`config.mk`:
```
export PLATFORM = sky130hd
export DESIGN_NAME = flpwt_out_reg
export DESIGN_NICKNAME = d
export VERILOG_FILES = /design/src/hdl/four_level_page_walk_translate_defines.svh /design/src/hdl/flpwt_pkg.sv /design/src/hdl/flpwt_out_reg.sv
export SDC_FILE = /design/constraint.sdc
export NUM_CORES = 1
export LEC_CHECK = 0
export BUFFER_PORTS_ARGS = -buffer_cell sky130_fd_sc_hd__buf_4
export CAP_MARGIN = 0
export CORE_ASPECT_RATIO = 1.2
export CORE_MARGIN = 2
export CORE_UTILIZATION = 35
export CTS_CLUSTER_SIZE = 14
export DETAILED_ROUTE_END_ITERATION = 10
export GPL_ROUTABILITY_DRIVEN = 0
export HOLD_SLACK_MARGIN = 0.15
export MAX_ROUTING_LAYER = met4
export PLACE_DENSITY = 0.69
export SKIP_CTS_REPAIR_TIMING = 1
export SYNTH_ARGS = -nofsm -noshare
export SYNTH_HDL_FRONTEND = slang
export SYNTH_SLANG_ARGS = --single-unit
```
`constraint.sdc`:
```
create_clock -name clk -period 1.02 [get_ports clk]
set_input_delay 0.153 -clock clk [delete_from_list [all_inputs] [get_ports clk]]
set_output_delay 0.153 -clock clk [all_outputs]
set_load 0.02 [all_outputs]
```
`src/hdl/four_level_page_walk_translate_defines.svh`:
```
// assertion macros for the page walker
`ifndef FOUR_LEVEL_PAGE_WALK_TRANSLATE_DEFINES_SVH
`define FOUR_LEVEL_PAGE_WALK_TRANSLATE_DEFINES_SVH

`ifndef ASSERT_OFF
`define ASSERT_IMPLY(label, clk, rst_n, pre, post) \
	label: assert property (@(posedge clk) disable iff (!rst_n) (pre) |-> (post)) \
		else $error("assertion failed");
`define ASSERT_NEXT(label, clk, rst_n, pre, post) \
	label: assert property (@(posedge clk) disable iff (!rst_n) (pre) |=> (post)) \
		else $error("assertion failed");
`else
`define ASSERT_IMPLY(label, clk, rst_n, pre, post)
`define ASSERT_NEXT(label, clk, rst_n, pre, post)
`endif

`endif

```
`src/hdl/flpwt_pkg.sv`:
```
package flpwt_pkg;

	localparam int VA_BITS        = 48;
	localparam int PORT_ADDR_BITS = 52;
	localparam int DATA_BITS      = 64;
	localparam int IDX_BITS       = 9;
	localparam int OFF_4K_BITS    = 12;
	localparam int OFF_2M_BITS    = 21;
	localparam int OFF_1G_BITS    = 30;
	localparam int PRESENT_BIT    = 0;
	localparam int BIG_BIT        = 7;
	localparam logic [PORT_ADDR_BITS-1:0] ROOT_RESET = 52'h0_0000_0000_1000;

	typedef enum logic {
		CMD_TRANSLATE = 1'b0,
		CMD_RESPONSE  = 1'b1
	} command_t;

	typedef enum logic {
		KIND_READ = 1'b0,
		KIND_DONE = 1'b1
	} kind_t;

	typedef enum logic [1:0] {
		PAGE_4K = 2'd0,
		PAGE_2M = 2'd1,
		PAGE_1G = 2'd2
	} page_size_t;

	typedef enum logic [1:0] {
		LVL_PML4 = 2'd0,
		LVL_PDPT = 2'd1,
		LVL_PD   = 2'd2,
		LVL_PT   = 2'd3
	} level_t;

	typedef struct packed {
		logic                 command;
		logic [VA_BITS-1:0]   virtual_address;
		logic [DATA_BITS-1:0] read_data;
	} in_item_t;

	typedef struct packed {
		logic                      result_kind;
		logic [PORT_ADDR_BITS-1:0] read_address;
		logic [PORT_ADDR_BITS-1:0] physical_address;
		logic                      fault;
		logic [1:0]                page_size;
	} out_item_t;

	function automatic logic [IDX_BITS-1:0] table_index(logic [VA_BITS-1:0] va,
			logic [1:0] level);
		logic [IDX_BITS-1:0] idx;
		case (level)
			LVL_PML4: idx = va[47:39];
			LVL_PDPT: idx = va[38:30];
			LVL_PD:   idx = va[29:21];
			LVL_PT:   idx = va[20:12];
			default:  idx = va[20:12];
		endcase
		return idx;
	endfunction

endpackage

```
`src/hdl/flpwt_out_reg.sv`:
```
module flpwt_out_reg (
	input  logic                 clk,
	input  logic                 arst_n,
	input  logic                 load,
	input  flpwt_pkg::out_item_t d,
	input  logic                 ready,
	output logic                 valid,
	output flpwt_pkg::out_item_t q,
	output logic                 space
);
	import flpwt_pkg::*;

	logic      valid_q;
	out_item_t data_q;

	assign space = !valid_q || ready;
	assign valid = valid_q;
	assign q     = data_q;

	always_ff @(posedge clk or negedge arst_n) begin
		if (!arst_n) begin
			valid_q <= 1'b0;
		end else if (load) begin
			valid_q <= 1'b1;
		end else if (ready) begin
			valid_q <= 1'b0;
		end
	end

	always_ff @(posedge clk) begin
		if (load) begin
			data_q <= d;
		end
	end

endmodule

```
==> flow_summary.json, run 1 <==
{
  "status": "did not finish",
  "lastStage": "global routing",
  "error_line": "[ERROR RSZ-0060] Max buffer count reached.",
  "fp.dieH_um": 110,
  "yosysTopAreaCell": "edfxtp_1",
  "synth_top_family_by_area": "simple AND/OR/NAND/NOR gates",
  "synth_warnings": 0,
  "numCtsBuffers": 9,
  "grt_max_degree": 41,
  "post-place-cells": 455,
  "ys_async_sr_fraction_pct": 0.917,
  "initial_utilization_pct": 36.2,
  "yosys_most_used_dff": "edfxtp_1",
  "yosys-top-cells-area": "edfxtp_1, dfrtp_1, nand2b_4",
  "cts-htree-levels": 3,
  "yosysTopAreaCellShare_pct": 98.6,
  "synth.most_common_cell": "edfxtp_1",
  "synthCells": 111,
  "synth-simple-area-share_pct": 0.684,
  "synth_compound_area_share_pct": 0,
  "syn_avg_cell_area_um2": 29.6,
  "ys_top_cells_by_count": "edfxtp_1, dfrtp_1, nand2b_2, nand2b_4",
  "synthXorXnorAreaFrac_pct": 0,
  "io_buffers": 221,
  "clock_sinks": 109,
  "io_pins": 222,
  "ys_ff_latch": 109,
  "worstEndpointGrtRepair": "space",
  "synth_fa_ha_area_share_pct": 0,
  "clockRootBuffer": "clkbuf_8",
  "synth_area_mm2": 0.00329,
  "synth_edf_count": 108,
  "synth_nets": 223,
  "clk_path_buf_depth": 2,
  "ys_types": 4,
  "endpoint_type": "primary output",
  "die_x_um": 92.5,
  "num_rows": 38,
  "synth.mux.area_fraction_pct": 0,
  "yosysSeqAreaShare_pct": 99.3,
  "post-place-ws_ps": 154
}
cell families after synthesis:
family	after synthesis
and+or+nand+nor	2
DFF	109
per-stage QoR:
step / TNS [ps] / cell area (um^2)
after floorplan: 0 / 3290
after global placement: 0 / 5160
after detailed placement: 0 / 5160
after CTS: -5880 / 5400
==> inputs of run 2 (changes only) <==
--- a/config.mk
+++ b/config.mk
@@ -7,15 +7,11 @@
 export LEC_CHECK = 0
 export BUFFER_PORTS_ARGS = -buffer_cell sky130_fd_sc_hd__buf_4
 export CAP_MARGIN = 0
-export CORE_ASPECT_RATIO = 1.2
 export CORE_MARGIN = 2
-export CORE_UTILIZATION = 35
-export CTS_CLUSTER_SIZE = 14
+export CORE_UTILIZATION = 20
 export DETAILED_ROUTE_END_ITERATION = 10
 export GPL_ROUTABILITY_DRIVEN = 0
-export HOLD_SLACK_MARGIN = 0.15
-export MAX_ROUTING_LAYER = met4
-export PLACE_DENSITY = 0.69
+export PLACE_DENSITY_LB_ADDON = 0.15
 export SKIP_CTS_REPAIR_TIMING = 1
 export SYNTH_ARGS = -nofsm -noshare
 export SYNTH_HDL_FRONTEND = slang
==> run 2 against run 1 <==
  * Synthesized cell count is the same
  * Synthesized area is the same
  * The flow now finishes, with violations (setup timing)
==> flow_summary.json, run 2 <==
{
  "diodes": 0,
  "clockRootBuffer": "clkbuf_16",
  "slowest_delay_ps": 410,
  "clkSlewWorstSetupHoldPaths_ps": 70,
  "rr_worst_depth": 2,
  "clock_sinks": 109,
  "vias": 2504,
  "place_hpwl_mm": 6.84,
  "crit_fanout": 2,
  "p_total_mw": 11.0,
  "yosys_most_used_dff": "edfxtp_1",
  "numCtsBuffers": 9,
  "num_rows": 46,
  "setup_slack_ps": -85.7,
  "ys_types": 4,
  "synth_warnings": 0,
  "yosysTopAreaCell": "edfxtp_1",
  "crit_family": "flip-flops",
  "hold_violations": 0,
  "ys_top_cells_by_count": "edfxtp_1, dfrtp_1, nand2b_2, nand2b_4",
  "startpoint": "valid",
  "path_depth": 2,
  "critPathKind": "flop to output pin",
  "initial_utilization_pct": 20.6,
  "routedWlPerCell_um": 14.9,
  "grt.met2_usage_pct": 15.6,
  "power_leakage_nw": 2.89,
  "clk_path_buf_depth": 2,
  "io_buffers": 221,
  "die_x_um": 132,
  "rr_endpoint": "valid",
  "io_pins": 222,
  "drc": 0,
  "fmax_mhz": 904,
  "grt_max_degree": 39,
  "drt-initial-drc-count": 149,
  "final_max_slew_viol_count": 0,
  "critPathArrivalTime_ps": 950,
  "critPathCapture": "space",
  "fin_nets": 567,
  "dieArea_mm2": 0.0175,
  "drv_cap": 0,
  "grt_pass1_wl_mm": 12.6,
  "holdWs_ps": 86.5,
  "multi_input_area_um2": 22.5,
  "busiest_layer": "met2",
  "grt_pass1_vias": 2033,
  "worstPathRequired_ps": 870,
  "fin_util_pct": 44.1,
  "path_buf_inv": 1,
  "seq_area_mm2": 0.00327,
  "start_kind": "flop",
  "ff2ff_setup_slack_ps": 360,
  "fp.dieH_um": 132,
  "tritoncts": "done",
  "synthToLayoutAreaGrowth_pct": 114,
  "violations": "setup timing",
  "synth_nets": 223,
  "grtUsageTotal_pct": 9.98,
  "antenna_found_initial": 0,
  "overflow": 0,
  "fin_crit_ps": 1110,
  "design.core.area_mm2": 0.0160,
  "ir_worst_vdd_v": 0.000693,
  "synth.most_common_cell": "edfxtp_1",
  "instances_no_fill": 676,
  "clock_skew_ps": 0,
  "drtAntennaViolNets": 0,
  "mostFrequentLayoutCell": "buf_4",
  "grt_setup_unrepaired": "true",
  "yosysTopAreaCellShare_pct": 98.6,
  "wl_mm": 10.1,
  "largest_register_ffs": 108,
  "yosysSeqAreaShare_pct": 99.3,
  "use_met3_pct": 4.58,
  "period_share_pct": 108,
  "clkLatencyLatePin_ps": 340,
  "syn_avg_cell_area_um2": 29.6,
  "post-place-ws_ps": 108,
  "post-place-cells": 551,
  "fillers": 1451,
  "synthCells": 111,
  "hold_class": "input port to flop",
  "viasPerCell": 3.70,
  "layout-drive-gt1-share_pct": 52.2,
  "crit_chain": "nand2b_4 > buf_6",
  "dr.pass1.iters": 4,
  "grtUsageMet1_pct": 11.1,
  "most-common-layout-cells": "buf_4, dlygate4sd3_1, edfxtp_1, buf_6, clkbuf_16",
  "status": "finished, violations left",
  "cp_slowest_cell": "dfrtp_1",
  "cellPowerDensity_mw_per_mm2": 1560,
  "slew_headroom_pct": 85.8,
  "setup_viol": 83,
  "synth_area_mm2": 0.00329,
  "ys_ff_latch": 109,
  "reg2reg_from": "valid",
  "cts-htree-levels": 3,
  "ys_async_sr_fraction_pct": 0.917,
  "end_kind": "output pin",
  "yosys-top-cells-area": "edfxtp_1, dfrtp_1, nand2b_4",
  "worst_pin_slew_ps": 213,
  "synth_edf_count": 108
}
## run 2: metal layers
metal  vias up  share of wire, %
li1       1139                 -
met1      1222                38
met2       130                51
met3        13               8.8
met4         0               2.0
met5         -                 0
## run 2: area by class of cell
cell class / instances / area share [%]
Timing Repair Buffer: 333 / 45.3
Tap cell: 216 / 3.83
Clock inverter: 6 / 0.958
Multi-Input combinational cell: 2 / 0.319
Sequential cell: 109 / 46.4
Clock buffer: 10 / 3.25
## run 2: cell families (layout without fill, tap and decap cells)
family,count (synthesis),in the layout,share of synthesized area [%]
AND/OR/NAND/NOR,2,2,0.684
flip-flops,109,109,99.3
buffers and inverters,0,349,0
## run 2: worst register-to-register path, cell delays in order, from the launching register on
cell      delay [ps]
dfrtp_1          410
nand2b_4          90
nand2b_2          50
## run 2: worst min-delay path by stage
stage	slack, ps	start	cells after the start	endpoint
finish	90	ready	3	valid
global route	80	ready	3	valid
CTS	-450	arst_n	1	valid
detailed placement	-70	arst_n	1	valid
global placement	-70	arst_n	1	valid
floorplan	-140	arst_n	0	valid
## run 2: report_power, final
group | internal [mW] | switching, mW | total, mW
combinational | 1.16 | 0.830 | 1.99
clock | 1.92 | 1.57 | 3.50
sequential | 5.32 | 0.158 | 5.48
## run 2: stage by stage
step,area [um^2],setup TNS [ps]
after floorplan,3290,0
after global placement,5280,0
after detailed placement,5280,0
after CTS,5580,-4030
after global routing,7050,-5230
final,7050,-1010
Note: power is estimated with default switching activity, not from simulation.
