<file path="config.mk">
export PLATFORM = sky130hd
export DESIGN_NAME = flpwt_walk
export DESIGN_NICKNAME = d
export VERILOG_FILES = /design/src/hdl/four_level_page_walk_translate_defines.svh /design/src/hdl/flpwt_pkg.sv /design/src/hdl/flpwt_walk.sv
export SDC_FILE = /design/constraint.sdc
export NUM_CORES = 1
export LEC_CHECK = 0
export BUFFER_PORTS_ARGS = -buffer_cell sky130_fd_sc_hd__clkbuf_2
export CORE_AREA = 2 2 107 109
export DETAILED_ROUTE_END_ITERATION = 12
export DIE_AREA = 0 0 109 111
export PLACE_DENSITY = 0.62
export SKIP_CTS_REPAIR_TIMING = 1
export SLEW_MARGIN = 20
export SYNTH_ARGS = -nofsm -noshare
export SYNTH_HDL_FRONTEND = slang
export SYNTH_SLANG_ARGS = --single-unit
</file>
<file path="constraint.sdc">
create_clock -name clk -period 2.6 [get_ports clk]
set_clock_uncertainty 0.2 [all_clocks]
set_input_delay 0.13 -clock clk [delete_from_list [all_inputs] [get_ports clk]]
set_output_delay 0.13 -clock clk [all_outputs]
set_load 0.01 [all_outputs]
</file>
<file path="src/hdl/four_level_page_walk_translate_defines.svh">
// assertion macros for the page walker
`ifndef FOUR_LEVEL_PAGE_WALK_TRANSLATE_DEFINES_SVH
`define FOUR_LEVEL_PAGE_WALK_TRANSLATE_DEFINES_SVH

`ifndef ASSERT_OFF
`define ASSERT_IMPLY(label, clk, rst_n, pre, post) \
	label: assert property (@(posedge clk) disable iff (!rst_n) (pre) |-> (post)) \
		else $error("assertion failed");
`define ASSERT_NEXT(label, clk, rst_n, pre, post) \
	label: assert property (@(posedge clk) disable iff (!rst_n) (pre) |=> (post)) \
		else $error("assertion failed");
`else
`define ASSERT_IMPLY(label, clk, rst_n, pre, post)
`define ASSERT_NEXT(label, clk, rst_n, pre, post)
`endif

`endif

</file>
<file path="src/hdl/flpwt_pkg.sv">
package flpwt_pkg;

	localparam int VA_BITS        = 48;
	localparam int PORT_ADDR_BITS = 52;
	localparam int DATA_BITS      = 64;
	localparam int IDX_BITS       = 9;
	localparam int OFF_4K_BITS    = 12;
	localparam int OFF_2M_BITS    = 21;
	localparam int OFF_1G_BITS    = 30;
	localparam int PRESENT_BIT    = 0;
	localparam int BIG_BIT        = 7;
	localparam logic [PORT_ADDR_BITS-1:0] ROOT_RESET = 52'h0_0000_0000_1000;

	typedef enum logic {
		CMD_TRANSLATE = 1'b0,
		CMD_RESPONSE  = 1'b1
	} command_t;

	typedef enum logic {
		KIND_READ = 1'b0,
		KIND_DONE = 1'b1
	} kind_t;

	typedef enum logic [1:0] {
		PAGE_4K = 2'd0,
		PAGE_2M = 2'd1,
		PAGE_1G = 2'd2
	} page_size_t;

	typedef enum logic [1:0] {
		LVL_PML4 = 2'd0,
		LVL_PDPT = 2'd1,
		LVL_PD   = 2'd2,
		LVL_PT   = 2'd3
	} level_t;

	typedef struct packed {
		logic                 command;
		logic [VA_BITS-1:0]   virtual_address;
		logic [DATA_BITS-1:0] read_data;
	} in_item_t;

	typedef struct packed {
		logic                      result_kind;
		logic [PORT_ADDR_BITS-1:0] read_address;
		logic [PORT_ADDR_BITS-1:0] physical_address;
		logic                      fault;
		logic [1:0]                page_size;
	} out_item_t;

	function automatic logic [IDX_BITS-1:0] table_index(logic [VA_BITS-1:0] va,
			logic [1:0] level);
		logic [IDX_BITS-1:0] idx;
		case (level)
			LVL_PML4: idx = va[47:39];
			LVL_PDPT: idx = va[38:30];
			LVL_PD:   idx = va[29:21];
			LVL_PT:   idx = va[20:12];
			default:  idx = va[20:12];
		endcase
		return idx;
	endfunction

endpackage

</file>
<file path="src/hdl/flpwt_walk.sv">
module flpwt_walk #(
	parameter int PHYS_ADDR_BITS = 52
) (
	input  logic                      clk,
	input  logic                      arst_n,
	input  logic                      fire,
	input  flpwt_pkg::in_item_t       item_s1,
	input  logic [PHYS_ADDR_BITS-1:0] root,
	output flpwt_pkg::out_item_t      res,
	output logic                      res_valid
);
	import flpwt_pkg::*;

	logic [1:0]                level_q, level_d, next_level;
	logic                      busy_q, busy_d;
	logic [VA_BITS-1:0]        va_q, va_d;
	logic [PHYS_ADDR_BITS-1:0] base, tbl, req_addr, pa;
	logic [IDX_BITS-1:0]       idx;
	logic                      present, big, translate;

	assign translate  = (item_s1.command == CMD_TRANSLATE);
	assign present    = item_s1.read_data[PRESENT_BIT];
	assign big        = item_s1.read_data[BIG_BIT];
	assign next_level = level_q + 2'd1;
	assign base       = {item_s1.read_data[PHYS_ADDR_BITS-1:OFF_4K_BITS], {OFF_4K_BITS{1'b0}}};
	assign tbl        = translate ? root : base;
	assign idx        = translate ? table_index(item_s1.virtual_address, LVL_PML4)
	                              : table_index(va_q, next_level);
	assign req_addr   = {tbl[PHYS_ADDR_BITS-1:OFF_4K_BITS], idx, 3'b000};

	always_comb begin
		res       = '0;
		res_valid = 1'b0;
		level_d   = level_q;
		busy_d    = busy_q;
		va_d      = va_q;
		pa        = '0;
		if (translate) begin
			va_d             = item_s1.virtual_address;
			level_d          = LVL_PML4;
			busy_d           = 1'b1;
			res_valid        = 1'b1;
			res.result_kind  = KIND_READ;
			res.read_address = PORT_ADDR_BITS'(req_addr);
		end else if (busy_q) begin
			res_valid       = 1'b1;
			busy_d          = 1'b0;
			level_d         = LVL_PML4;
			res.result_kind = KIND_DONE;
			if (!present) begin
				res.fault = 1'b1;
			end else if (level_q == LVL_PDPT && big) begin
				pa                   = {base[PHYS_ADDR_BITS-1:OFF_1G_BITS], va_q[OFF_1G_BITS-1:0]};
				res.physical_address = PORT_ADDR_BITS'(pa);
				res.page_size        = PAGE_1G;
			end else if (level_q == LVL_PD && big) begin
				pa                   = {base[PHYS_ADDR_BITS-1:OFF_2M_BITS], va_q[OFF_2M_BITS-1:0]};
				res.physical_address = PORT_ADDR_BITS'(pa);
				res.page_size        = PAGE_2M;
			end else if (level_q == LVL_PT) begin
				pa                   = {base[PHYS_ADDR_BITS-1:OFF_4K_BITS], va_q[OFF_4K_BITS-1:0]};
				res.physical_address = PORT_ADDR_BITS'(pa);
				res.page_size        = PAGE_4K;
			end else begin
				busy_d           = 1'b1;
				level_d          = next_level;
				res.result_kind  = KIND_READ;
				res.read_address = PORT_ADDR_BITS'(req_addr);
			end
		end
	end

	always_ff @(posedge clk or negedge arst_n) begin
		if (!arst_n) begin
			level_q <= LVL_PML4;
			busy_q  <= 1'b0;
		end else if (fire) begin
			level_q <= level_d;
			busy_q  <= busy_d;
		end
	end

	always_ff @(posedge clk) begin
		if (fire) begin
			va_q <= va_d;
		end
	end

endmodule

</file>
=== Word-level counts from Yosys, hierarchy flattened ===
Index checks and enable logic that the tools add are counted.

* Mux-type cells: 31
* Reduce and logical (&&, ||, !) cells: 5
* Bitwise operators: 1
* $add $sub $neg: 1
* Equal/unequal tests: 7

{| class="wikitable"
|+ Operator list
! cell !! count
|-
| 53-bit 2-to-1 mux || 4
|-
| 52-bit 2-to-1 mux || 4
|-
| 108-bit 2-to-1 mux || 1
|-
| 105-bit 2-to-1 mux || 1
|-
| 55-bit 2-to-1 mux || 1
|-
| 9-bit case mux with 4 select lines || 1
|-
| 2-bit 2-to-1 mux || 8
|-
| 1-bit 2-to-1 mux || 10
|-
| 9-bit 2-to-1 mux || 1
|-
| 2-bit == test, second input constant || 4
|-
| 2-bit by 1-bit == test with 1-bit output, second input constant || 2
|-
| 2-bit AND reduction || 2
|-
| 2-bit by 1-bit adder with 2-bit output, second input constant || 1
|-
| 1-bit logical AND || 2
|-
| 2-bit zero test || 1
|-
| 2-bit by 1-bit != test with 1-bit output, second input constant || 1
|-
| 1-bit inverter || 1
|}

* Output and inout bits: 109
* Word-level logic and storage cells: 48
* Input bits: 168
* Flip-flop bits (word level): 51

=== Longest topological paths before layout ===
Gate-level depths: netlist of run 1.

* Depth after elaboration: 10
* Depth in mapped cells: 6
* Gate-level depth less buffers: 5

=== Worst setup path before layout of run 1 ===
No wires, ideal clock.

* Path type: input-to-reg
* Start point: input port item_s1[112] in the netlist's numbering
* End point: register va_q[0] (enable)
* Path buffers: 0
* Library setup time: 0.442 ns
* Path slack: 0.035 ns
* Required time: 1.958 ns
* Arrival: 1.923 ns
* Stages: 1
* Path through: nor2b_1

* Word-level cells in the longest chain between the ends: 2

{| class="wikitable"
|+ Ends and longest elaborated chain
! element !! RTL line !! source
|-
| from (decl) || flpwt_walk.sv:7 || <nowiki>input flpwt_pkg::in_item_t item_s1,</nowiki>
|-
| 1-bit inverter (no source line) || n/a ||
|-
| 2-bit AND reduction (no source line) || n/a ||
|-
| to (signal assigned) || flpwt_walk.sv:85 || <nowiki>va_q <= va_d;</nowiki>
|-
| to (decl) || flpwt_walk.sv:16 || <nowiki>logic [VA_BITS-1:0] va_q, va_d;</nowiki>
|}

No other way between the ends.
A chain may end at the register's enable or synchronous reset.

==> results of run 1 <==
-- metrics by stage --
| stage | utilization | power, W | setup WS, ps |
|---|---|---|---|
| 5_1_grt | 0.427 | 0.00223 | -93.5 |
| 2_1_floorplan | - | 0.00114 | 34.7 |
| 4_1_cts | 0.378 | 0.00204 | -93.0 |
| 3_5_place_dp | 0.366 | 0.00143 | 225 |
| 3_3_place_gp | 0.366 | 0.00141 | 273 |
| 6_report | 0.427 | 0.00212 | -14.6 |
-- worst min-delay path: stages --
cell and delay [ps]:
clkbuf_2 150, nand4_1 110, mux2i_1 60
-- layout make-up --
class	count	area, µm²	area share
timing repair buffer	302	1820	0.385
multi-input combinational	184	1330	0.281
sequential	42	1250	0.264
tap	143	179	0.0379
clock buffer	5	125	0.0265
clock inverter	3	16.3	0.00344
inverter	3	11.3	0.00238
-- registers in the layout, summed over array words and instances, names as in the netlist --
signal,cells
level_q,2
va_q,39
busy_q,1
-- cell families after synthesis --
family                     count (synthesis)  share of synthesized area
and+or+nand+nor                           90                      0.180
AOI/OAI and AO/OA                         86                      0.274
DFF                                       42                      0.463
buffers and inverters                     36                     0.0586
adders and majority gates                  4                     0.0186
muxes                                      1                    0.00372
other                                      1                    0.00139
-- layout by cell type (no fill, tap or decap), types with 2 or more instances in the layout --
master         Yosys  layout
a21oi_1           22      22
a222oi_1           7       7
a22o_1            20      20
a22oi_1            2       2
a32o_1            21      21
and3_1            34      34
buf_2              9      11
buf_4              3      15
buf_6              0       4
clkbuf_16          0       6
clkbuf_2           0     228
clkinv_1           0       2
conb_1             1       3
dfrtp_1            3       3
dlygate4sd3_1      0      42
edfxtp_1          39      39
ha_1               4       3
inv_2              0       2
nand2_1           19      19
nand2b_1           2       2
nand3_1           25      25
nor2_1             4       4
o2bb2ai_2          7       7
-- Yosys cell counts --
master     instances  area, µm²
edfxtp_1          39       1170
and3_1            34        213
nand3_1           25        125
a21oi_1           22        110
a32o_1            21        210
a22o_1            20        175
clkbuf_1          19       71.3
nand2_1           19       71.3
buf_2              9       45.0
a222oi_1           7       70.1
o2bb2ai_2          7        105
ha_1               4       50.1
nor2_1             4       15.0
buf_4              3       22.5
dfrtp_1            3       75.1
inv_1              3       11.3
a22oi_1            2       15.0
buf_1              2       7.51
nand2b_1           2       12.5
nor2b_1            2       12.5
a21o_1             1       7.51
a311o_1            1       10.0
a31o_2             1       8.76
conb_1             1       3.75
mux2i_1            1       10.0
nand4_1            1       6.26
nor3_1             1       5.00
nor4b_2            1       15.0
o21a_1             1       7.51
o21ai_0            1       5.00
o21ai_1            1       5.00
o2bb2ai_1          1       8.76
or4b_1             1       10.0
-- power groups by stage --
stage / Clock (W) / Combinational (W) / Sequential (W)
2_1_floorplan: 0 / 0.000316 / 0.000823
3_3_place_gp: 0 / 0.000587 / 0.000826
3_5_place_dp: 0 / 0.000597 / 0.000830
4_1_cts: 0.000626 / 0.000600 / 0.000815
5_1_grt: 0.000658 / 0.000749 / 0.000822
6_report: 0.000606 / 0.000696 / 0.000816
-- routing by layer --
| layer | track usage | wire length, µm | vias to the layer above | share of wire |
|---|---|---|---|---|
| li1 | - | - | 1591 | - |
| met1 | 0.260 | 5270 | 1663 | 0.44 |
| met2 | 0.286 | 6060 | 118 | 0.50 |
| met3 | 0.0223 | 533 | 16 | 0.044 |
| met4 | 0.0470 | 228 | 0 | 0.019 |
| met5 | 0 | 0 | - | 0 |
-- worst paths after layout --
path	endpoint	slack [ps]	cells past startpoint
worst max register to register	level_q[0]	520	7
max in group asynchronous	busy_q	1490	3
min in group asynchronous	level_q[0]	550	3
worst min-delay path	level_q[1]	10	3
worst max-delay path	res[76]	-10	9
worst min register to register	level_q[1]	400	2
==> results.py, run 1 <==
metrics = {
    "pwr": {
        "clockPowerShare": 0.286,
        "power.density_nw_per_um2": 448,
        "leakagePower_nw": 2.33,
        "seqPwrFrac": 0.385,
        "sw_frac_of_total": 0.307,
        "comb_power_share": 0.328,
        "internal-power_w": 0.00147,
        "p_switching_w": 0.000651,
        "ir_worst_vdd_mv": 0.218,
    },
    "cts": {
        "clock-sinks": 42,
        "worstSkewPairLatency_ps": 280,
        "clk_root_buffer_cell": "clkbuf_16",
        "clkTransAtPathRegs_ps": 60,
        "numCtsBuffers": 5,
        "htree_levels": 2,
        "cts_tree": "yes",
        "clk_path_buf_depth": 2,
    },
    "floorplanning": {
        "start_util": 0.243,
        "die_w_um": 109,
        "core_area_um2": 11100,
        "die-area_um2": 12100,
        "num_io_pins": 277,
        "rows": 39,
        "die_h_um": 111,
    },
    "setup_path": {
        "worstPathArrival_ps": 2280,
        "critical_path.slowest_cell": "dfrtp_1",
        "critPathMaxStageDelay_ps": 420,
        "worst-path-max-fanout": 5,
        "setup.worst_path.start": "level_q[1]",
        "path_class": "reg2out",
        "path_buf_inv": 5,
        "path_delay_family": "buffers and inverters",
        "cpMostUsedCell": "buf_6",
        "crit_path_start_kind": "flip-flop",
        "r2r_start": "level_q[1]",
        "cp-end-kind": "output pin",
        "crit_chain": "buf_6, ha_4, o21a_1, buf_6, nor4b_4, buf_4, clkbuf_16, a22o_1, buf_2",
        "worstPathRequired_ps": 2270,
    },
    "sta": {
        "max_freq_mhz": 382,
        "worst_slack_ps": -14.6,
        "hold_viol_final": 0,
        "hold_slack_ps": 9.84,
        "rsz0062_at_grt": "yes",
        "tns_ps": -36.8,
        "period_share": 1.01,
        "finalMaxSlewViolations": 0,
        "relSlewSlack": 0.649,
        "period_needed_ps": 2610,
        "finalSetupViolations": 4,
        "worstMarginPinSlew_ps": 527,
    },
    "route": {
        "drc_errors": 0,
        "avgRoutedWirePerCell_um": 17.7,
        "first_pass_iters": 5,
        "vias_per_cell": 4.97,
        "drt_iter0_drc": 209,
        "vias": 3388,
        "routed_wirelength_um": 12100,
        "postRouteAntennaNets": 0,
    },
    "global_route": {
        "grt_pass1_vias": 3033,
        "gr-total-overflow": 0,
        "track_usage": 0.181,
        "grt_max_degree": 56,
        "antenna_found_initial": 0,
        "grt_pass1_wl_um": 16900,
    },
    "placed_design": {
        "hpwl_um": 8650,
        "dp.cells": 625,
        "placed_cell_area_um2": 4050,
        "place.gp.congestion": 0.858,
        "port_buffers": 239,
    },
    "cells_and_area": {
        "syn2layout_area_growth_pct": 75.5,
        "drive_gt1_frac": 0.521,
        "nNetsFinal": 710,
        "final_cell_area_um2": 4720,
        "n_antenna_cell": 0,
        "final.fill_count": 1091,
        "instances_no_fill": 682,
    },
    "status": {
        "violations": "negative setup slack",
        "status": "complete, but fails checks",
    },
    "yosys": {
        "yosys.cell_types.count": 33,
        "yosys_warnings": 0,
        "ys_seq_area_frac": 0.463,
        "syn_area_um2": 2690,
        "ys_seq_elements": 42,
        "synth_area_per_cell_um2": 10.4,
        "synthCells": 260,
    },
    "min_path": {
        "worstHoldPathType": "in2reg",
        "hold_start": "item_s1[112]",
    },
    "run": {
        "drv_cap": 0,
    },
}
Note: power is estimated with default switching activity, not from simulation.
==> run 2: changes to the inputs <==
clock period = 3.3 ns   (was 2.6 ns; I/O delays follow)
==> run 2 against run 1 <==
  * The run ends with negative hold slack left
  * Core utilization shrank 1.3 points
  * Via count shrank 2.6%
  * Sequential power shrank 21%
  * Clock-buffer cell count is the same
  * Combinational power shrank 27%
  * Wire length shrank 3.9%
  * Register-to-register slack gained 670 ps
  * Critical path depth shrank 3
  * Hold slack lost 22 ps
  * Worst setup slack gained 520 ps
  * Final cell count shrank 2.1%
  * Critical endpoint is now res[62]
  * Highest routed layer unchanged
==> results.py, run 2 (synthesis results as in run 1) <==
metrics = {
    "setup_path": {
        "worstPathArrival_ps": 2430,
        "critical_path.slowest_cell": "or4b_1",
        "r2r_start": "level_q[0]",
        "critPathMaxStageDelay_ps": 800,
        "crit_chain": "inv_1, ha_1, o21a_1, or4b_1, o2bb2ai_2, clkbuf_2",
        "crit_path_start_kind": "flip-flop",
        "setup.worst_path.start": "level_q[0]",
        "worst-path-max-fanout": 7,
        "path_class": "reg2out",
        "worstPathRequired_ps": 2930,
        "cp-end-kind": "output pin",
    },
    "placed_design": {
        "port_buffers": 239,
        "placed_cell_area_um2": 4010,
        "hpwl_um": 8650,
        "place.gp.congestion": 0.843,
        "dp.cells": 620,
    },
    "min_path": {
        "worstHoldPathType": "in2reg",
        "hold_start": "fire",
    },
    "cells_and_area": {
        "largest_reg_flops": 39,
        "final_common_cell": "clkbuf_2",
        "instances_no_fill": 668,
        "final.fill_count": 1093,
        "nNetsFinal": 696,
        "final_cell_area_um2": 4580,
        "n_antenna_cell": 0,
        "drive_gt1_frac": 0.509,
        "syn2layout_area_growth_pct": 70.3,
        "regMostFlops": "va_q",
        "top_regs": "va_q: 39 flops, level_q: 2 flops, busy_q: 1 flops",
        "final_cell_mix": "clkbuf_2, dlygate4sd3_1, edfxtp_1",
    },
    "sta": {
        "worstMarginPinSlew_ps": 780,
        "rsz0062_at_grt": "no",
        "max_freq_mhz": 358,
        "period_needed_ps": 2790,
        "relSlewSlack": 0.478,
        "hold_viol_final": 2,
        "finalMaxSlewViolations": 0,
        "tns_ps": 0,
        "hold_slack_ps": -12.3,
        "period_share": 0.846,
        "finalSetupViolations": 0,
    },
    "route": {
        "avgRoutedWirePerCell_um": 17.4,
        "vias": 3299,
        "drt_iter0_drc": 196,
        "drc_errors": 0,
        "vias_per_cell": 4.94,
        "postRouteAntennaNets": 0,
        "routed_wirelength_um": 11600,
        "first_pass_iters": 7,
    },
    "status": {
        "status": "complete, but fails checks",
        "violations": "negative hold slack",
    },
    "global_route": {
        "use_met1": 0.255,
        "track_usage": 0.178,
        "busiest_layer": "met2",
        "grt_pass1_vias": 2936,
        "grt_pass1_wl_um": 16400,
        "gr-total-overflow": 0,
        "antenna_found_initial": 0,
        "grt_util_met2": 0.281,
        "grt_max_degree": 57,
        "grt.met3_usage": 0.0282,
    },
    "floorplanning": {
        "rows": 39,
        "num_io_pins": 277,
        "die_w_um": 109,
        "core_area_um2": 11100,
        "die_h_um": 111,
        "die-area_um2": 12100,
        "start_util": 0.243,
    },
    "cts": {
        "numCtsBuffers": 5,
        "clk_path_buf_depth": 2,
        "clock-sinks": 42,
        "worstSkewPairLatency_ps": 290,
        "htree_levels": 2,
        "clk_root_buffer_cell": "clkbuf_16",
        "clkTransAtPathRegs_ps": 70,
        "cts_tree": "yes",
    },
    "pwr": {
        "p_total_w": 0.00173,
        "ir_worst_vdd_mv": 0.267,
        "leakagePower_nw": 2.26,
        "power.density_nw_per_um2": 376,
    },
    "run": {
        "drv_cap": 0,
    },
}
==> run 2: cell types whose count changed in the layout (fill, tap and decap cells not counted), moves of 2 or more <==
cell           before  now
buf_2              11    0
buf_4              15    9
buf_6               4    0
clkbuf_2          228  239
dlygate4sd3_1      42   40
inv_1               0    2
inv_2               2    0
==> run 2: worst paths after layout <==
kind	to	slack [ps]	depth (start not counted)
setup / recovery	res[62]	510	6
hold / removal	level_q[0]	-10	2
setup reg to reg	level_q[0]	1190	6
hold reg to reg	busy_q	420	1
max in group asynchronous	busy_q	2760	2
min in group asynchronous	level_q[0]	10	2
==> run 2: metrics by stage <==
step,hold slack [ps],setup slack [ps],utilization
5_1_grt,6.96,384,0.414
4_1_cts,-540,258,0.377
3_5_place_dp,-229,568,0.362
2_1_floorplan,-331,700,-
3_3_place_gp,-232,632,0.362
6_report,-12.3,508,0.414
==> run 2: power breakdown <==
part / internal, W / total, W / switching, W
Combinational: 0.000226 / 0.000505 / 0.000279
Sequential: 0.000624 / 0.000642 / 0.0000174
Clock: 0.000359 / 0.000578 / 0.000219
==> run 2: critical path, delay by kind of cell (launching register included) <==
family	cells	cell delay [ps]
and+or+nand+nor	1	800
AOI/OAI and AO/OA	2	480
DFF	1	380
buffers and inverters	2	250
adders and majority gates	1	230
==> run 2: layer usage <==
metal  routed length (µm)  share of wire
met1                 5070           0.44
met2                 5820           0.50
met3                  623          0.054
met4                  108         0.0093
met5                    0              0
==> run 2: cell type report <==
cell class	count	area (µm²)	area share
Timing Repair Buffer	288	1660	0.363
Tap cell	143	179	0.0390
Multi-Input combinational cell	184	1310	0.287
Inverter	3	11.3	0.00246
Sequential cell	42	1250	0.272
Clock buffer	5	125	0.0273
Clock inverter	3	43.8	0.00956
